==> src/sv/lsq_pkg.sv <==
`timescale 1ns / 1ps

package lsq_pkg;

   // Field widths
   localparam int STAMP_W  = 48;
   localparam int TIME_W   = 40;
   localparam int LIMIT_W  = 31;
   localparam int COUNT_W  = 16;
   localparam int Q16_W    = 32;
   localparam int NOW_W    = 64;
   localparam int CSR_IDX_W  = 8;
   localparam int CSR_DATA_W = TIME_W;
   localparam int PROD_W   = STAMP_W + 10;

   // Register indexes
   localparam logic [CSR_IDX_W-1:0] CSR_STABLE_TIME = 8'd0;
   localparam logic [CSR_IDX_W-1:0] CSR_MAX_SPEED   = 8'd1;
   localparam logic [CSR_IDX_W-1:0] CSR_HEIGHT_TOL  = 8'd2;
   localparam logic [CSR_IDX_W-1:0] CSR_MIN_SAMPLES = 8'd3;

   // Reset values
   localparam logic [TIME_W-1:0]  STABLE_TIME_RST = 40'd1000000000;
   localparam logic [LIMIT_W-1:0] MAX_SPEED_RST   = 31'd32768;
   localparam logic [LIMIT_W-1:0] HEIGHT_TOL_RST  = 31'd6554;
   localparam logic [COUNT_W-1:0] MIN_SAMPLES_RST = 16'd3;

   localparam logic [COUNT_W-1:0] MIN_SAMPLES_FLOOR = 16'd2;
   localparam logic [COUNT_W-1:0] COUNT_MAX = '1;

   typedef struct packed {
      logic [TIME_W-1:0]  stable_time_ns;
      logic [LIMIT_W-1:0] speed_limit;
      logic [LIMIT_W-1:0] height_tol;
      logic [COUNT_W-1:0] min_samples;
   } cfg_type;

   // One classified observation waiting for the state unit
   typedef struct packed {
      logic               ok;
      logic [STAMP_W-1:0] stamp;
   } entry_type;

endpackage

==> src/sv/lsq_front.sv <==
`timescale 1ns / 1ps

module lsq_front import lsq_pkg::*; (
   input  cfg_type                   cfg,
   input  logic signed [NOW_W-1:0]   now_ns,
   input  logic [STAMP_W-1:0]        land_timestamp_us,
   input  logic                      land_fresh,
   input  logic                      status_fresh,
   input  logic                      odom_fresh,
   input  logic                      landed_flag,
   input  logic                      values_finite,
   input  logic signed [Q16_W-1:0]   altitude,
   input  logic signed [Q16_W-1:0]   climb_rate,
   input  logic signed [Q16_W-1:0]   contact_height,
   output entry_type                 entry
);

   logic signed [Q16_W:0] speed_ext;
   logic signed [Q16_W:0] height_diff;
   logic [Q16_W:0]        speed_abs;
   logic [Q16_W:0]        height_abs;
   logic                  flags_ok;
   logic                  settings_ok;
   logic                  speed_ok;
   logic                  height_ok;

   // Form exact magnitudes at 33 bits
   always_comb begin
      speed_ext   = {climb_rate[Q16_W-1], climb_rate};
      height_diff = {altitude[Q16_W-1], altitude} - {contact_height[Q16_W-1], contact_height};
      speed_abs   = speed_ext[Q16_W] ? 33'(-speed_ext) : 33'(speed_ext);
      height_abs  = height_diff[Q16_W] ? 33'(-height_diff) : 33'(height_diff);
   end

   // Classify the observation
   always_comb begin
      flags_ok    = land_fresh & status_fresh & odom_fresh & landed_flag & values_finite;
      settings_ok = (cfg.stable_time_ns != '0) && (cfg.min_samples >= MIN_SAMPLES_FLOOR);
      speed_ok    = speed_abs <= {2'b00, cfg.speed_limit};
      height_ok   = height_abs <= {2'b00, cfg.height_tol};
      entry.ok    = !now_ns[NOW_W-1] && settings_ok && (land_timestamp_us != '0)
                    && flags_ok && speed_ok && height_ok;
      entry.stamp = land_timestamp_us;
   end

endmodule

==> src/sv/lsq_queue.sv <==
`timescale 1ns / 1ps

module lsq_queue import lsq_pkg::*; #(
   parameter int DEPTH = 2
) (
   input  logic                           clock,
   input  logic                           reset,
   input  logic                           push,
   input  entry_type                      push_entry,
   input  logic                           pop,
   output entry_type                      head,
   output logic                           full,
   output logic                           not_empty,
   output logic [$clog2(DEPTH+1)-1:0]     count
);

   localparam int IDX_W = $clog2(DEPTH);
   localparam int CNT_W = $clog2(DEPTH + 1);

   entry_type          slot_ff [DEPTH];
   logic [IDX_W-1:0]   wr_ptr_ff, wr_ptr_in;
   logic [IDX_W-1:0]   rd_ptr_ff, rd_ptr_in;
   logic [CNT_W-1:0]   count_ff, count_in;

   // Advance pointers with wrap
   always_comb begin
      wr_ptr_in = wr_ptr_ff;
      rd_ptr_in = rd_ptr_ff;
      count_in  = count_ff;
      if (push) begin
         wr_ptr_in = (wr_ptr_ff == IDX_W'(DEPTH - 1)) ? '0 : wr_ptr_ff + 1'b1;
      end
      if (pop) begin
         rd_ptr_in = (rd_ptr_ff == IDX_W'(DEPTH - 1)) ? '0 : rd_ptr_ff + 1'b1;
      end
      if (push && !pop) begin
         count_in = count_ff + 1'b1;
      end else if (pop && !push) begin
         count_in = count_ff - 1'b1;
      end
   end

   always_ff @(posedge clock) begin
      if (reset) begin
         wr_ptr_ff <= '0;
         rd_ptr_ff <= '0;
         count_ff  <= '0;
      end else begin
         wr_ptr_ff <= wr_ptr_in;
         rd_ptr_ff <= rd_ptr_in;
         count_ff  <= count_in;
      end
   end

   // Store the beat
   always_ff @(posedge clock) begin
      if (push) begin
         slot_ff[wr_ptr_ff] <= push_entry;
      end
   end

   assign head      = slot_ff[rd_ptr_ff];
   assign full      = (count_ff == CNT_W'(DEPTH));
   assign not_empty = (count_ff != '0);
   assign count     = count_ff;

endmodule

==> src/sv/lsq_back.sv <==
`timescale 1ns / 1ps

module lsq_back import lsq_pkg::*; (
   input  logic       clock,
   input  logic       reset,
   input  cfg_type    cfg,
   input  entry_type  head,
   input  logic       not_empty,
   output logic       pop,
   output logic       rsp_valid,
   input  logic       rsp_stall,
   output logic       rsp_landed_stable
);

   logic [STAMP_W-1:0] first_ff, first_in;
   logic [STAMP_W-1:0] last_ff, last_in;
   logic [STAMP_W-1:0] span_ff, span_in;
   logic [COUNT_W-1:0] count_ff, count_in;
   logic               eval_in;

   logic               s1_valid_ff;
   logic               s1_eval_ff;
   logic [STAMP_W-1:0] s1_span_ff;
   logic [COUNT_W-1:0] s1_count_ff;

   logic               rsp_valid_ff;
   logic               rsp_stable_ff;

   logic               out_ready;
   logic               s1_ready;
   logic [PROD_W-1:0]  span_wide;
   logic [PROD_W-1:0]  span_ns;
   logic               stable;

   // Handshake between stages
   assign out_ready = !rsp_valid_ff || !rsp_stall;
   assign s1_ready  = !s1_valid_ff || out_ready;
   assign pop       = not_empty && s1_ready;

   // Update the run for the popped beat
   always_comb begin
      first_in = first_ff;
      last_in  = last_ff;
      span_in  = span_ff;
      count_in = count_ff;
      eval_in  = 1'b0;
      if (!head.ok || ((last_ff != '0) && (head.stamp < last_ff))) begin
         first_in = '0;
         last_in  = '0;
         span_in  = '0;
         count_in = '0;
      end else if (head.stamp == last_ff) begin
         eval_in = 1'b1;
      end else if (first_ff == '0) begin
         first_in = head.stamp;
         last_in  = head.stamp;
         span_in  = '0;
         count_in = COUNT_W'(1);
      end else begin
         last_in  = head.stamp;
         span_in  = head.stamp - first_ff;
         count_in = (count_ff == COUNT_MAX) ? count_ff : count_ff + 1'b1;
         eval_in  = 1'b1;
      end
   end

   always_ff @(posedge clock) begin
      if (reset) begin
         first_ff    <= '0;
         last_ff     <= '0;
         span_ff     <= '0;
         count_ff    <= '0;
         s1_valid_ff <= 1'b0;
      end else begin
         if (pop) begin
            first_ff <= first_in;
            last_ff  <= last_in;
            span_ff  <= span_in;
            count_ff <= count_in;
         end
         if (s1_ready) begin
            s1_valid_ff <= pop;
         end
      end
   end

   // Hold the snapshot for the compare stage
   always_ff @(posedge clock) begin
      if (pop) begin
         s1_eval_ff  <= eval_in;
         s1_span_ff  <= span_in;
         s1_count_ff <= count_in;
      end
   end

   // Span in ns: x1000 = x1024 - x16 - x8
   always_comb begin
      span_wide = PROD_W'(s1_span_ff);
      span_ns   = (span_wide << 10) - (span_wide << 4) - (span_wide << 3);
      stable    = s1_eval_ff && (s1_count_ff >= cfg.min_samples)
                  && (span_ns >= PROD_W'(cfg.stable_time_ns));
   end

   always_ff @(posedge clock) begin
      if (reset) begin
         rsp_valid_ff <= 1'b0;
      end else if (out_ready) begin
         rsp_valid_ff <= s1_valid_ff;
      end
   end

   always_ff @(posedge clock) begin
      if (out_ready && s1_valid_ff) begin
         rsp_stable_ff <= stable;
      end
   end

   assign rsp_valid         = rsp_valid_ff;
   assign rsp_landed_stable = rsp_stable_ff;

endmodule

==> src/sv/landing_stability_qualifier.sv <==
`timescale 1ns / 1ps

// Landing stability qualifier: takes one observation per cycle unless req_stall is
// high, and returns one landed_stable beat for each, in order. An accepted beat is
// checked against the limits in the front end, parked in a QUEUE_DEPTH-entry queue,
// then applied to the run state (first and last stamp, sample count) by an update
// loop that sets the sustained rate of one beat per cycle while rsp_stall is low.
// Each beat passes the queue, state stage and output register. The user must write
// registers through csr_ only while no beat is in flight; it is not enforced.
module landing_stability_qualifier import lsq_pkg::*; #(
   parameter int QUEUE_DEPTH = 2
) (
   input  logic                      clock,
   input  logic                      reset,

   input  logic                      csr_wr_en,
   input  logic [CSR_IDX_W-1:0]      csr_index,
   input  logic [CSR_DATA_W-1:0]     csr_wdata,

   input  logic                      req_valid,
   output logic                      req_stall,
   input  logic signed [NOW_W-1:0]   req_now_ns,
   input  logic [STAMP_W-1:0]        req_land_timestamp_us,
   input  logic                      req_land_fresh,
   input  logic                      req_status_fresh,
   input  logic                      req_odom_fresh,
   input  logic                      req_landed_flag,
   input  logic                      req_values_finite,
   input  logic signed [Q16_W-1:0]   req_altitude,
   input  logic signed [Q16_W-1:0]   req_climb_rate,
   input  logic signed [Q16_W-1:0]   req_contact_height,

   output logic                      rsp_valid,
   input  logic                      rsp_stall,
   output logic                      rsp_landed_stable
);

   localparam int QCNT_W = $clog2(QUEUE_DEPTH + 1);

   cfg_type             cfg_ff;
   entry_type           front_entry;
   entry_type           q_head;
   logic                q_push;
   logic                q_pop;
   logic                q_full;
   logic                q_not_empty;
   logic [QCNT_W-1:0]   q_count;

   // Configuration registers
   always_ff @(posedge clock) begin
      if (reset) begin
         cfg_ff.stable_time_ns <= STABLE_TIME_RST;
         cfg_ff.speed_limit    <= MAX_SPEED_RST;
         cfg_ff.height_tol     <= HEIGHT_TOL_RST;
         cfg_ff.min_samples    <= MIN_SAMPLES_RST;
      end else if (csr_wr_en) begin
         case (csr_index)
            CSR_STABLE_TIME: cfg_ff.stable_time_ns <= csr_wdata[TIME_W-1:0];
            CSR_MAX_SPEED:   cfg_ff.speed_limit    <= csr_wdata[LIMIT_W-1:0];
            CSR_HEIGHT_TOL:  cfg_ff.height_tol     <= csr_wdata[LIMIT_W-1:0];
            CSR_MIN_SAMPLES: cfg_ff.min_samples    <= csr_wdata[COUNT_W-1:0];
            default: begin
            end
         endcase
      end
   end

   assign req_stall = q_full;
   assign q_push    = req_valid && !q_full;

   lsq_front u_front (
      .cfg               (cfg_ff),
      .now_ns            (req_now_ns),
      .land_timestamp_us (req_land_timestamp_us),
      .land_fresh        (req_land_fresh),
      .status_fresh      (req_status_fresh),
      .odom_fresh        (req_odom_fresh),
      .landed_flag       (req_landed_flag),
      .values_finite     (req_values_finite),
      .altitude          (req_altitude),
      .climb_rate        (req_climb_rate),
      .contact_height    (req_contact_height),
      .entry             (front_entry)
   );

   lsq_queue #(.DEPTH(QUEUE_DEPTH)) u_queue (
      .clock      (clock),
      .reset      (reset),
      .push       (q_push),
      .push_entry (front_entry),
      .pop        (q_pop),
      .head       (q_head),
      .full       (q_full),
      .not_empty  (q_not_empty),
      .count      (q_count)
   );

   lsq_back u_back (
      .clock             (clock),
      .reset             (reset),
      .cfg               (cfg_ff),
      .head              (q_head),
      .not_empty         (q_not_empty),
      .pop               (q_pop),
      .rsp_valid         (rsp_valid),
      .rsp_stall         (rsp_stall),
      .rsp_landed_stable (rsp_landed_stable)
   );

   // Reset empties the output stage
   assert property (@(posedge clock) reset |=> !rsp_valid)
      else $error("rsp_valid high after reset");

   // Back end never pops an empty queue
   assert property (@(posedge clock) disable iff (reset) q_pop |-> q_count != '0)
      else $error("pop from empty queue");

   // A lone pop drains exactly one entry
   assert property (@(posedge clock) disable iff (reset)
      (q_pop && !q_push) |=> q_count == QCNT_W'($past(q_count) - 1'b1))
      else $error("queue count off after pop");

endmodule

==> config.mk <==
export PLATFORM = sky130hd
export DESIGN_NAME = landing_stability_qualifier
export DESIGN_NICKNAME = d
export VERILOG_FILES = /design/src/sv/lsq_pkg.sv /design/src/sv/lsq_front.sv /design/src/sv/lsq_queue.sv /design/src/sv/lsq_back.sv /design/src/sv/landing_stability_qualifier.sv
export SDC_FILE = /design/constraint.sdc
export NUM_CORES = 1
export LEC_CHECK = 0
export BUFFER_PORTS_ARGS = -buffer_cell sky130_fd_sc_hd__buf_4
export CELL_PAD_IN_SITES_DETAIL_PLACEMENT = 0
export CELL_PAD_IN_SITES_GLOBAL_PLACEMENT = 1
export CORE_MARGIN = 1.5
export CORE_UTILIZATION = 45
export CTS_BUF_LIST = sky130_fd_sc_hd__clkbuf_4
export DETAILED_ROUTE_END_ITERATION = 12
export PLACE_DENSITY_LB_ADDON = 0.1
export SETUP_SLACK_MARGIN = 0.02
export SYNTH_ARGS = -nofsm -noshare
export SYNTH_HDL_FRONTEND = slang
export SYNTH_SLANG_ARGS = --single-unit
==> constraint.sdc <==
create_clock -name clock -period 7.32 [get_ports clock]
set_input_delay 1.464 -clock clock [delete_from_list [all_inputs] [get_ports clock]]
set_output_delay 1.464 -clock clock [all_outputs]
set_load 0.02 [all_outputs]
After elaboration in Yosys (flattened, before gate mapping). Memory sizes are Yosys's and may differ from the RTL's. A register that Yosys moved wholly into a read port is not among the register bits. Cells that the tools add are included.

Flip-flop bits (word level): 350. Bits in writable memories: 98. Input port bits: 266. Logic and storage cells: 109. Memories kept: 1.

Memories: u_queue.slot_ff (depth 2, width 49, read ports 1, clocked after memory_dff 1, wr ports 1, RTL line lsq_queue.sv:20) `entry_type slot_ff [DEPTH];`.

Add/subtract/negate cells: 11. $lt $le $gt $ge: 6. Equality and inequality tests: 7. Muxes and demuxes: 24. Bitwise gates (word level): 4. Reduce and logical (&&, ||, !) cells: 39.

Operators with widths (number): $mux 48 (8); $reduce_bool 48->1 (2); $le 33x31->1 (2); $mux 33 (2); $mux 16 (4); $ge 58x40->1 (1); $sub 58x51->58 (1); $sub 58x52->58 (1); $eq 48x48->1 (1); $logic_not 48->1 (1); $lt 48x48->1 (1); $sub 48x48->48 (1); $reduce_bool 40->1 (1); $neg 32->33 (1); $neg 33->33 (1); $sub 32x32->33 (1); $add 16x1->16 const B (1); $eq 16x16->1 const B (1); $eq 8x2->1 const B (2); $ge 16x16->1 (1); $ge 16x2->1 const B (1); $logic_and 1x1->1 (14); $reduce_and 2->1 (5); $eq 8x1->1 const B (1); other kinds (13) (36).

Depth between registers and ports, before layout.
Depth in word-level cells: 7. Gate-level depth with buffers: 26. Gate-level depth less buffers: 26.

Hierarchy. Synthesis repeated with hierarchy kept, for this count alone.

Cell total of the unflattened synthesis: 3849. Area total of the unflattened synthesis: 33578.5 µm².

Modules (own cells, without submodules): lsq_back (instances 1, cells each 2359, area each 19092.1 µm²); lsq_front (instances 1, cells each 864, area each 5909.4 µm²); landing_stability_qualifier (instances 1, cells each 452, area each 4834.6 µm²); lsq_queue (instances 1, cells each 174, area each 3742.3 µm²).

Least setup slack after synthesis. No wires, ideal clock.

Kind: in2reg. From: input port req_altitude[0]. To: memory u_queue.slot_ff[0][48] in the netlist's numbering, data pin. Library setup time: 0.197 ns. Arrival: 6.543 ns. Required time: 7.123 ns. Slack: 0.580 ns. Cell stages on the path: 22. Path buffers: 0. Path through: inv_1 -> ha_1 -> fa_1 -> nand2b_1 -> a21oi_1 -> o211ai_2 -> a31o_2 -> o31ai_1 -> xor2_1 -> or4b_1 -> nor4_1 -> a21oi_1 -> xor2_1 -> ha_1 -> nand4_1 -> nor4_1 -> nand3_1 -> o21ai_0 -> o21ai_0 -> or3_1 -> or4_1 -> o311ai_1.

RTL lines: from (decl) (RTL line landing_stability_qualifier.sv:29) `input logic signed [Q16_W-1:0] req_altitude,`; to (decl) (RTL line lsq_queue.sv:20).

Worst setup path in the final report.
From: register u_back.s1_span_ff[0]. To: register u_back.rsp_stable_ff (netlist: u_back.rsp_landed_stable), data pin.

Word-level cells in the longest chain between the ends: 4.

Ends and longest elaborated chain: from (decl) (RTL line lsq_back.sv:23) `logic [STAMP_W-1:0] s1_span_ff;`; from (signal assigned) (RTL line lsq_back.sv:91) `s1_span_ff <= span_in;`; $sub 58x52->58 (RTL line lsq_back.sv:99) `span_ns = (span_wide << 10) - (span_wide << 4) - (span_wide << 3);`; $sub 58x51->58 (*) (RTL line lsq_back.sv:99); $ge 58x40->1 (*) (RTL line lsq_back.sv:101) `&& (span_ns >= PROD_W'(cfg.stable_time_ns));`; $logic_and 1x1->1 (*) (RTL line lsq_back.sv:101); net u_back.stable (RTL line lsq_back.sv:33) `logic stable;`; to (signal assigned) (RTL line lsq_back.sv:114) `rsp_stable_ff <= stable;`; to (decl) (RTL line lsq_back.sv:27) `logic rsp_stable_ff;`.

Mark *: on every way through the listed nets, which the timed path passes. The rest lies on a longest branch. A chain may end at the register's enable or synchronous reset.

==> summary.md <==
| Metric | Value |
|---|---|
| Share of post-route cells with drive strength above 1 | 13.0% |
| Transition at the pin with the smallest max-transition slack | 1.24 ns |
| Crit Path Class | reg -> reg |
| Post-Synthesis Net Count | 4334 |
| Fin. Hold Viols | 0 |
| Biggest area consumer among synthesized cells | sky130_fd_sc_hd__dfxtp_1 |
| Post-route fraction of the period consumed by the critical path | 92.0% |
| Reg2Reg Launch Point | u_back.s1_span_ff[0]$_DFFE_PP_ |
| Commonest cells in the synthesized netlist | sky130_fd_sc_hd__nand2_1, sky130_fd_sc_hd__a21oi_1, sky130_fd_sc_hd__inv_1 |
| R2R cell count | 26 |
| Proportion of synthesized flip-flops having asynchronous set or reset | 0% |
| Final global-route overflow total | 0 |
| Library cells used by synthesis | 87 |
| Worst setup skew after layout | 0.0981 ns |
| Data required, critical path | 7.92 ns |
| Setup Fix Bufs, Post-CTS | 0 |
| Netlist area before placement | 31700 um^2 |
| All-layer global routing usage | 24.7% |
| NumNets Final | 4555 |
| Die Span Y | 268 um |
| CTS Sinks | 449 |
| Antenna violations before repair | 2 |
| RR Endpoint | u_back.rsp_landed_stable$_DFFE_PP_ |
| Period minus WS final | 6.73 ns |
| Post-synth top flop | sky130_fd_sc_hd__dfxtp_1 |
| Cell count after synthesis | 3718 |
| Detailed placement HPWL | 69100 um |
| Top cell type's share of synthesized area | 18.0% |
| Most used standard cell by instance count after synthesis | sky130_fd_sc_hd__nand2_1 |
| Upper clock frequency limit | 149 MHz |
| Hold path depth | 2 |
| Run status | finished clean |
| Syn avg cell area | 8.51 um^2 |
| Post-cts gate resize count | 0 |
| Buffers on Ports | 205 |
| Horizontal die dimension | 268 um |
| Number of vias per cell | 5.44 |
| Number of global-route vias before repair | 25400 |
| Root buffer cell | sky130_fd_sc_hd__clkbuf_4 |
| Rows | 97 |
| Top fanout value on the critical path | 7 |
| Cell types with the largest area share after synthesis | sky130_fd_sc_hd__dfxtp_1, sky130_fd_sc_hd__edfxtp_1, sky130_fd_sc_hd__ha_1 |
| # fillers | 6822 |
| Class of the tightest hold or removal check | reg -> reg |
| Post-route worst setup slack | 0.587 ns |
| Via count | 27000 |
| Area of the core region | 69800 um^2 |
| Relative slew slack | 16.4% |
| Seq. cell area | 10600 um^2 |
| Worst setup timing slack at the placement stage | -0.124 ns |
| Number of warning messages in the yosys log | 0 |
| Synthesis-stage register bit count | 449 |
| Clock slew seen by the registers of the worst setup and hold paths | 0.06 ns |
| Pin count of the biggest net entering global routing | 126 |
| H-tree depth | 3 |
| Placer Congestion | 0.867 |
| Boundary pin count | 269 |
| Initial Utilization | 45.4% |
| Detailed Route WL | 89300 um |
| # setup viols final | 0 |
| Area growth from synthesis to layout | 12.9% |
| Number of maximum-capacitance violations | 0 |
| Worst endpoint data arrival time | 7.34 ns |
| Area of the multi-input gates | 19300 um^2 |
| Count of nets left with antenna violations after detail routing | 0 |
| RSZ-0062 raised after global routing | no |
| Avg WL per Cell | 18.0 um |
| Worst-skew pair later-pin latency | 0.92 ns |
| Internal reg-to-reg setup slack | 0.59 ns |
| Startpoint of the most critical setup path | u_back.s1_span_ff[0]$_DFFE_PP_ |
| Type of element capturing the critical path | flop |
| End of the critical path | u_back.rsp_landed_stable$_DFFE_PP_ |
| CTS tree | built |
| Initial DRC Count | 1989 |
| Post-CTS Hold Buffers | 0 |
| Count of flip-flops with a built-in enable after synthesis | 164 |
| Global-route wire length before repair | 140000 um |
| Die Outline Area | 72000 um^2 |
| Setup TNS | 0 ns |
| Startpoint type of the worst setup path | flop |
| Slew Viols, Final | 0 |
| Portion of the post-synthesis area used by sequential elements | 33.6% |
| Number of iterations in the first detailed-routing pass | 5 |
| Residual DRC count | 0 |
| Clock buffer count from CTS | 114 |
| Clock Path Buffers | 3 |
-- per-stage QoR --
stage / hold WS, ns / util, % / instance area, um^2 / cells
detailed placement: 0.447 / 49.1 / 34300 / 4763
floorplan: 0.436 / - / 31700 / 3718
finish: 0.454 / 51.2 / 35800 / 4973
global route: 0.468 / 51.2 / 35800 / 4973
global placement: 0.441 / 49.1 / 34300 / 4763
CTS: 0.456 / 51.2 / 35800 / 4971
-- critical path, cell delays in order (launching register included) --
cell and delay [ns]:
sky130_fd_sc_hd__edfxtp_1 0.54, sky130_fd_sc_hd__fa_1 0.53, sky130_fd_sc_hd__ha_1 0.42, sky130_fd_sc_hd__and2_1 0.21
sky130_fd_sc_hd__nand3_1 0.09, sky130_fd_sc_hd__nor3_1 0.20, sky130_fd_sc_hd__buf_4 0.17, sky130_fd_sc_hd__o21bai_1 0.09
sky130_fd_sc_hd__a21oi_1 0.25, sky130_fd_sc_hd__nand4_1 0.15, sky130_fd_sc_hd__a31oi_1 0.24, sky130_fd_sc_hd__a21oi_1 0.12
sky130_fd_sc_hd__o21ai_0 0.14, sky130_fd_sc_hd__o21ai_0 0.12, sky130_fd_sc_hd__xnor2_1 0.28, sky130_fd_sc_hd__ha_1 0.30
sky130_fd_sc_hd__nand4_1 0.11, sky130_fd_sc_hd__nor4_1 0.11, sky130_fd_sc_hd__and4_1 0.22, sky130_fd_sc_hd__a211o_1 0.24
sky130_fd_sc_hd__nor4_1 0.32, sky130_fd_sc_hd__o311ai_1 0.18, sky130_fd_sc_hd__a2111oi_2 0.30, sky130_fd_sc_hd__o2111ai_1 0.19
sky130_fd_sc_hd__nor4b_2 0.34, sky130_fd_sc_hd__a41oi_1 0.18, sky130_fd_sc_hd__or3_1 0.45
-- flip-flops by register name, summed over array words and instances (netlist names), named ones only --
signal and cells:
u_back.s1_count_ff 16, u_queue.rd_ptr_ff 1, cfg_ff 118, u_back.s1_valid_ff 1, u_queue.slot_ff 98, u_back.last_ff 48
u_back.rsp_landed_stable 1, u_back.first_ff 48, u_queue.wr_ptr_ff 1, u_queue.count 2, u_back.s1_span_ff 48, u_back.count_ff 16
u_back.s1_eval_ff 1, u_back.span_ff 48, u_back.rsp_valid 1
-- cells in the final DEF, fill, tap and decap left out, types with 26 or more instances in the layout --
master,n
sky130_fd_sc_hd__a211oi_1,26
sky130_fd_sc_hd__a21o_1,102
sky130_fd_sc_hd__a21oi_1,345
sky130_fd_sc_hd__a22o_1,37
sky130_fd_sc_hd__a31oi_1,27
sky130_fd_sc_hd__buf_4,253
sky130_fd_sc_hd__clkbuf_4,165
sky130_fd_sc_hd__dfxtp_1,284
sky130_fd_sc_hd__edfxtp_1,164
sky130_fd_sc_hd__fa_1,43
sky130_fd_sc_hd__ha_1,307
sky130_fd_sc_hd__inv_1,337
sky130_fd_sc_hd__mux2_2,51
sky130_fd_sc_hd__mux2i_1,70
sky130_fd_sc_hd__nand2_1,499
sky130_fd_sc_hd__nand3_1,55
sky130_fd_sc_hd__nand4_1,71
sky130_fd_sc_hd__nor2_1,244
sky130_fd_sc_hd__nor2b_1,66
sky130_fd_sc_hd__nor3_1,58
sky130_fd_sc_hd__nor4_1,67
sky130_fd_sc_hd__o211ai_1,38
sky130_fd_sc_hd__o21a_1,37
sky130_fd_sc_hd__o21ai_0,125
sky130_fd_sc_hd__o21bai_1,29
sky130_fd_sc_hd__xnor2_1,116
sky130_fd_sc_hd__xor2_1,61
-- how the worst min path moves through the flow --
stage                                         from                              to  slack [ns]
floorplan           u_back.span_ff[1]$_SDFFE_PP0P_  u_back.span_ff[1]$_SDFFE_PP0P_        0.44
global placement    u_back.span_ff[1]$_SDFFE_PP0P_  u_back.span_ff[1]$_SDFFE_PP0P_        0.44
detailed placement         cfg_ff[64]$_SDFFE_PP0P_         cfg_ff[64]$_SDFFE_PP0P_        0.45
CTS                        cfg_ff[64]$_SDFFE_PP0P_         cfg_ff[64]$_SDFFE_PP0P_        0.46
global route        u_back.span_ff[5]$_SDFFE_PP0P_  u_back.span_ff[5]$_SDFFE_PP0P_        0.47
finish                     cfg_ff[64]$_SDFFE_PP0P_         cfg_ff[64]$_SDFFE_PP0P_        0.45
-- area by class of cell --
cell class,instances,area share (%)
antenna,2,0.0140
clock buffer,165,3.46
clock inverter,43,0.658
inverter,338,3.56
multi-input combinational,2781,53.9
sequential,449,29.7
tap,940,3.29
timing repair buffer,255,5.41
-- metal layers --
metal / routed length [um] / global-route usage [%] / share of wire (%)
met1: 44700 / 36.3 / 50
met2: 39000 / 37.6 / 44
met3: 3780 / 3.35 / 4.2
met4: 1790 / 6.64 / 2.0
met5: 0 / 0 / 0
-- logic make-up after synthesis --
kind of cell	count (synthesis)	share of synthesized area, %
buf+inv	488	5.84
simple gates	1208	17.9
xor+xnor	177	4.90
flops	449	33.6
mux	121	4.03
compound gates	925	18.9
fa+ha+maj	350	14.9
Power is left out: the tool's default activity adds up to more than one toggle a clock period on the data nets, which glitch-free logic cannot reach.
